==> src/hdl/ppghr_pkg.sv <==
`default_nettype none

package ppghr_pkg;

    // window depths and fixed point
    localparam int MEAN_DEPTH = 16;
    localparam int BPM_DEPTH  = 10;
    localparam int FRAC_BITS  = 8;

    localparam int MEAN_PW  = $clog2(MEAN_DEPTH);
    localparam int MEAN_FW  = $clog2(MEAN_DEPTH + 1);
    localparam int MEAN_SW  = 32 + MEAN_PW;
    localparam int BPM_PW   = (BPM_DEPTH > 1) ? $clog2(BPM_DEPTH) : 1;
    localparam int BPM_FW   = $clog2(BPM_DEPTH + 1);
    localparam int BPM_SW   = 24 + BPM_PW;
    localparam int DIV_NW   = (MEAN_SW > 36) ? MEAN_SW : 36;
    localparam int DIV_CW   = $clog2(DIV_NW);

    // low-pass coefficients, Q1.30
    localparam logic signed [31:0] LP_C1 = 32'sd263321519;
    localparam logic signed [31:0] LP_C2 = 32'sd547098786;
    localparam logic [DIV_NW-1:0] BPM_NUM = DIV_NW'(64'd60000 << FRAC_BITS);

    // tracker modes
    localparam logic [1:0] MODE_IDLE = 2'd0;
    localparam logic [1:0] MODE_UP   = 2'd1;
    localparam logic [1:0] MODE_DOWN = 2'd2;

    // register indexes
    localparam logic [2:0] REG_DC_ALPHA   = 3'd0;
    localparam logic [2:0] REG_THRESHOLD  = 3'd1;
    localparam logic [2:0] REG_MARGIN     = 3'd2;
    localparam logic [2:0] REG_PERIOD     = 3'd3;
    localparam logic [2:0] REG_RED_START  = 3'd4;
    localparam logic [2:0] REG_IR_CURRENT = 3'd5;

    localparam logic [3:0] RED_MAX   = 4'd15;
    localparam logic [3:0] RED_RESET = 4'd8;

    localparam int OUT_W  = 224;

    typedef struct packed {
        logic load_in;
        logic mul_ir;
        logic add_ir;
        logic add_red;
        logic div_mean;
        logic mean_fix;
        logic lp1;
        logic lp2;
        logic lp3;
        logic card;
        logic track;
        logic div_bpm;
        logic bpm_upd;
        logic div_avg;
        logic avg_fix;
        logic out_load;
    } cmd_t;

    typedef struct packed {
        logic div_done;
        logic peak;
        logic out_free;
    } stat_t;

    function automatic logic signed [31:0] sat32(input logic signed [63:0] v);
        logic signed [31:0] r;
        if (v > 64'sh0000_0000_7FFF_FFFF)
            r = 32'sh7FFF_FFFF;
        else if (v < -64'sh0000_0000_8000_0000)
            r = 32'sh8000_0000;
        else
            r = v[31:0];
        return r;
    endfunction

endpackage

`default_nettype wire

==> src/hdl/ppghr_ctrl.sv <==
`default_nettype none

module ppghr_ctrl (
    input  wire logic              clk,
    input  wire logic              rst_n,
    input  wire logic              in_valid,
    output logic                   in_ready,
    input  wire ppghr_pkg::stat_t  stat,
    output ppghr_pkg::cmd_t        cmd
);

    localparam logic [4:0] ST_IDLE  = 5'd0;
    localparam logic [4:0] ST_MULIR = 5'd1;
    localparam logic [4:0] ST_ADDIR = 5'd2;
    localparam logic [4:0] ST_ADDRD = 5'd3;
    localparam logic [4:0] ST_DIVM  = 5'd4;
    localparam logic [4:0] ST_WAITM = 5'd5;
    localparam logic [4:0] ST_MFIX  = 5'd6;
    localparam logic [4:0] ST_LP1   = 5'd7;
    localparam logic [4:0] ST_LP2   = 5'd8;
    localparam logic [4:0] ST_LP3   = 5'd9;
    localparam logic [4:0] ST_CARD  = 5'd10;
    localparam logic [4:0] ST_TRACK = 5'd11;
    localparam logic [4:0] ST_DIVB  = 5'd12;
    localparam logic [4:0] ST_WAITB = 5'd13;
    localparam logic [4:0] ST_BUPD  = 5'd14;
    localparam logic [4:0] ST_DIVA  = 5'd15;
    localparam logic [4:0] ST_WAITA = 5'd16;
    localparam logic [4:0] ST_AFIX  = 5'd17;
    localparam logic [4:0] ST_OUT   = 5'd18;

    logic [4:0] state_reg, state_next;

    always_comb
    begin
        cmd        = '0;
        state_next = state_reg;
        in_ready   = 1'b0;
        case (state_reg)
            ST_IDLE:
            begin
                in_ready    = 1'b1;
                cmd.load_in = in_valid;
                if (in_valid)
                    state_next = ST_MULIR;
            end
            ST_MULIR:
            begin
                cmd.mul_ir = 1'b1;
                state_next = ST_ADDIR;
            end
            ST_ADDIR:
            begin
                cmd.add_ir = 1'b1;
                state_next = ST_ADDRD;
            end
            ST_ADDRD:
            begin
                cmd.add_red = 1'b1;
                state_next  = ST_DIVM;
            end
            ST_DIVM:
            begin
                cmd.div_mean = 1'b1;
                state_next   = ST_WAITM;
            end
            ST_WAITM:
            begin
                if (stat.div_done)
                    state_next = ST_MFIX;
            end
            ST_MFIX:
            begin
                cmd.mean_fix = 1'b1;
                state_next   = ST_LP1;
            end
            ST_LP1:
            begin
                cmd.lp1    = 1'b1;
                state_next = ST_LP2;
            end
            ST_LP2:
            begin
                cmd.lp2    = 1'b1;
                state_next = ST_LP3;
            end
            ST_LP3:
            begin
                cmd.lp3    = 1'b1;
                state_next = ST_CARD;
            end
            ST_CARD:
            begin
                cmd.card   = 1'b1;
                state_next = ST_TRACK;
            end
            ST_TRACK:
            begin
                cmd.track  = 1'b1;
                state_next = stat.peak ? ST_DIVB : ST_OUT;
            end
            ST_DIVB:
            begin
                cmd.div_bpm = 1'b1;
                state_next  = ST_WAITB;
            end
            ST_WAITB:
            begin
                if (stat.div_done)
                    state_next = ST_BUPD;
            end
            ST_BUPD:
            begin
                cmd.bpm_upd = 1'b1;
                state_next  = ST_DIVA;
            end
            ST_DIVA:
            begin
                cmd.div_avg = 1'b1;
                state_next  = ST_WAITA;
            end
            ST_WAITA:
            begin
                if (stat.div_done)
                    state_next = ST_AFIX;
            end
            ST_AFIX:
            begin
                cmd.avg_fix = 1'b1;
                state_next  = ST_OUT;
            end
            ST_OUT:
            begin
                if (stat.out_free)
                begin
                    cmd.out_load = 1'b1;
                    state_next   = ST_IDLE;
                end
            end
            default:
            begin
                state_next = ST_IDLE;
            end
        endcase
    end

    always_ff @(posedge clk or negedge rst_n)
    begin
        if (!rst_n)
            state_reg <= ST_IDLE;
        else
            state_reg <= state_next;
    end

endmodule

`default_nettype wire

==> config.mk <==
export PLATFORM = sky130hd
export DESIGN_NAME = ppghr_ctrl
export DESIGN_NICKNAME = d
export VERILOG_FILES = /design/src/hdl/ppghr_pkg.sv /design/src/hdl/ppghr_ctrl.sv
export SDC_FILE = /design/constraint.sdc
export NUM_CORES = 1
export LEC_CHECK = 0
export BUFFER_PORTS_ARGS = -buffer_cell sky130_fd_sc_hd__buf_4
export CAP_MARGIN = 20
export CORE_AREA = 8 8 45 47
export CTS_CLUSTER_DIAMETER = 200
export DETAILED_ROUTE_END_ITERATION = 10
export DIE_AREA = 0 0 53 55
export HOLD_SLACK_MARGIN = 0.02
export PLACE_DENSITY_LB_ADDON = 0.25
export SETUP_SLACK_MARGIN = 0.02
export SYNTH_ARGS = -nofsm -noshare
export SYNTH_HDL_FRONTEND = slang
export SYNTH_SLANG_ARGS = --single-unit
==> constraint.sdc <==
create_clock -name clk -period 3.3 [get_ports clk]
set_clock_uncertainty 0.2 [all_clocks]
set_input_delay 0.66 -clock clk [delete_from_list [all_inputs] [get_ports clk]]
set_output_delay 0.66 -clock clk [all_outputs]
set_load 0.01 [all_outputs]
==> out/qor.yml <==
cts_buffers: 3
place_congestion: 0.754
grt_pass1_wl_um: 1980
synth_area_um2: 487
leakagePower_nw: 0.308
min_path_type: "input pin to flip-flop"
fill_cells: 153
critPathCaptureType: "output port"
root_buffer: "clkbuf_4"
fp.dieArea_um2: 2920
clock-sinks: 5
tightest_slew_ps: 356
ys.warnings.count: 0
worst_slack_ps: 956
dpl_worst_slack_ps: 1210
antenna_left: 0
netlist.area_leader.share_pct: 25.7
cts_tree: "yes"
core_region_area_um2: 1380
vdd_ir_drop_max_mv: 0.422
wl_per_cell_um: 12.7
insertion_delay_ps: 240
worstSetupStartpointType: "flip-flop"
firstDrtPassIters: 4
start_util_pct: 35.2
grt_max_degree: 13
cp.arrival_ps: 1480
period_share_pct: 71.0
cts_setup_buffers: 0
synth-seq-cells: 5
pwr_density_cell_nw_per_um2: 884
final_layout_size_suffix_gt1_share_pct: 30.0
synthTopCellsByArea: "dfrtp_1, nor2_1, buf_6"
grt_use_total_pct: 8.94
num_rows: 14
antenna_found_initial: 0
portBuffers: 22
cts_max_level: 1
mostFrequentLayoutCells: "buf_4, nor2_1, nand2_1, dfrtp_1, a21oi_1"
synthDistinctLibCells: 27
clk_pin_slew_ps: 40
slew_headroom_pct: 76.3
ios: 23
synth.net_count: 74
clockBufferDepth: 2
mostFrequentLayoutCell: "buf_4"
hold_buffers: 1
wirelength_um: 1350
finalNonFillerCells: 106
vias: 548
path_max_fanout: 10
tns_ps: 0
synth_seq_area_share_pct: 25.7
die_h_um: 55
grt.overflow.total: 0
worstPathRequired_ps: 2440
dp_cells: 101
dieWidth_um: 53
areaGrowthSynthToFinish_pct: 36.2
grt_setup_unrepaired: "false"
setup.worst_path.class: "flip-flop to output port"
avgSynthCellArea_um2: 7.16
grt_pass1_vias: 475
drc: 0
finalSetupViolCount: 0
cts_resized: 0
cap_violations: 0
drt-initial-drc-count: 9
largest_reg_flops: 5
fin_crit_ps: 2340
place_hpwl_um: 1070
postSynthCellCount: 68
status: "finished clean"
hold_viol: 0
r2r_slack_ps: 1260
fmax_mhz: 427
nets: 97
insertedDiodeCount: 0
maxSlewViolCount: 0
vias_per_cell: 5.17
yosysTopAreaCell: "dfrtp_1"
routing by layer:
metal / global-route usage [%] / wire (um)
met2: 12.9 / 657
met4: 3.88 / 13
met1: 11.1 / 558
met3: 4.28 / 118
met5: 0 / 0
power by group:
part           total, mW  internal, mW  switching, mW
logic              0.353         0.170          0.183
clock network     0.0688        0.0456         0.0232
registers          0.164        0.0899         0.0745
path summary, 6_finish.rpt:
| check | end | startpoint | cells past startpoint |
|---|---|---|---|
| setup / recovery | cmd[15] | state_reg[1] | 4 |
| hold / removal | state_reg[1] | stat[0] | 2 |
| setup reg to reg | state_reg[4] | state_reg[2] | 4 |
| hold reg to reg | state_reg[2] | state_reg[4] | 1 |
| max in group asynchronous | state_reg[1] | rst_n | 2 |
| min in group asynchronous | state_reg[2] | rst_n | 2 |
logic make-up after synthesis:
logic type | share of synthesized area (%)
flip-flops | 25.7
AO/OA/AOI/OAI | 18.5
buffers and inverters | 10.0
XOR/XNOR | 1.80
AND/OR/NAND/NOR | 44.0
critical path, cell delays in order (launching register included):
cell     delay (ps)
dfrtp_1         480
or2_2           390
nor2_1          130
and2_1          130
buf_4           110
metrics by stage:
stage               instance area (um2)  power (mW)  hold WS, ps  utilization, %
floorplan                           487       0.434          164               -
global placement                    627       0.515          265            45.3
detailed placement                  627       0.517          265            45.3
CTS                                 663       0.591          423            47.9
global route                        663       0.640          424            47.9
finish                              663       0.586          431            47.9
cell type report:
class / count / area, um2 / share of cell area [%]
multi-input cells: 57 / 313 / 47.2
repair buffers: 23 / 175 / 26.4
flip-flops and latches: 5 / 125 / 18.9
clock buffers: 4 / 26.3 / 3.96
well taps: 16 / 20.0 / 3.02
inverters: 1 / 3.75 / 0.566
synth_stat cells:
| library cell | instances |
|---|---|
| nand3b_1 | 2 |
| xnor2_1 | 1 |
| o221ai_1 | 1 |
| nor2b_1 | 3 |
| or4b_1 | 1 |
| o21ai_0 | 1 |
| nor2_1 | 21 |
| a21oi_1 | 4 |
| o22ai_1 | 1 |
| or2_2 | 1 |
| o31ai_1 | 1 |
| o32a_1 | 1 |
| nand4b_1 | 1 |
| buf_4 | 1 |
| nand2_1 | 6 |
| nor3_1 | 2 |
| or3_1 | 2 |
| dfrtp_1 | 5 |
| a221oi_2 | 1 |
| o22a_1 | 1 |
| nand2b_1 | 3 |
| a211o_1 | 1 |
| buf_6 | 3 |
| inv_1 | 1 |
| clkbuf_1 | 1 |
| and3_1 | 1 |
| and2_1 | 1 |
(Power assumes the default switching activity.)
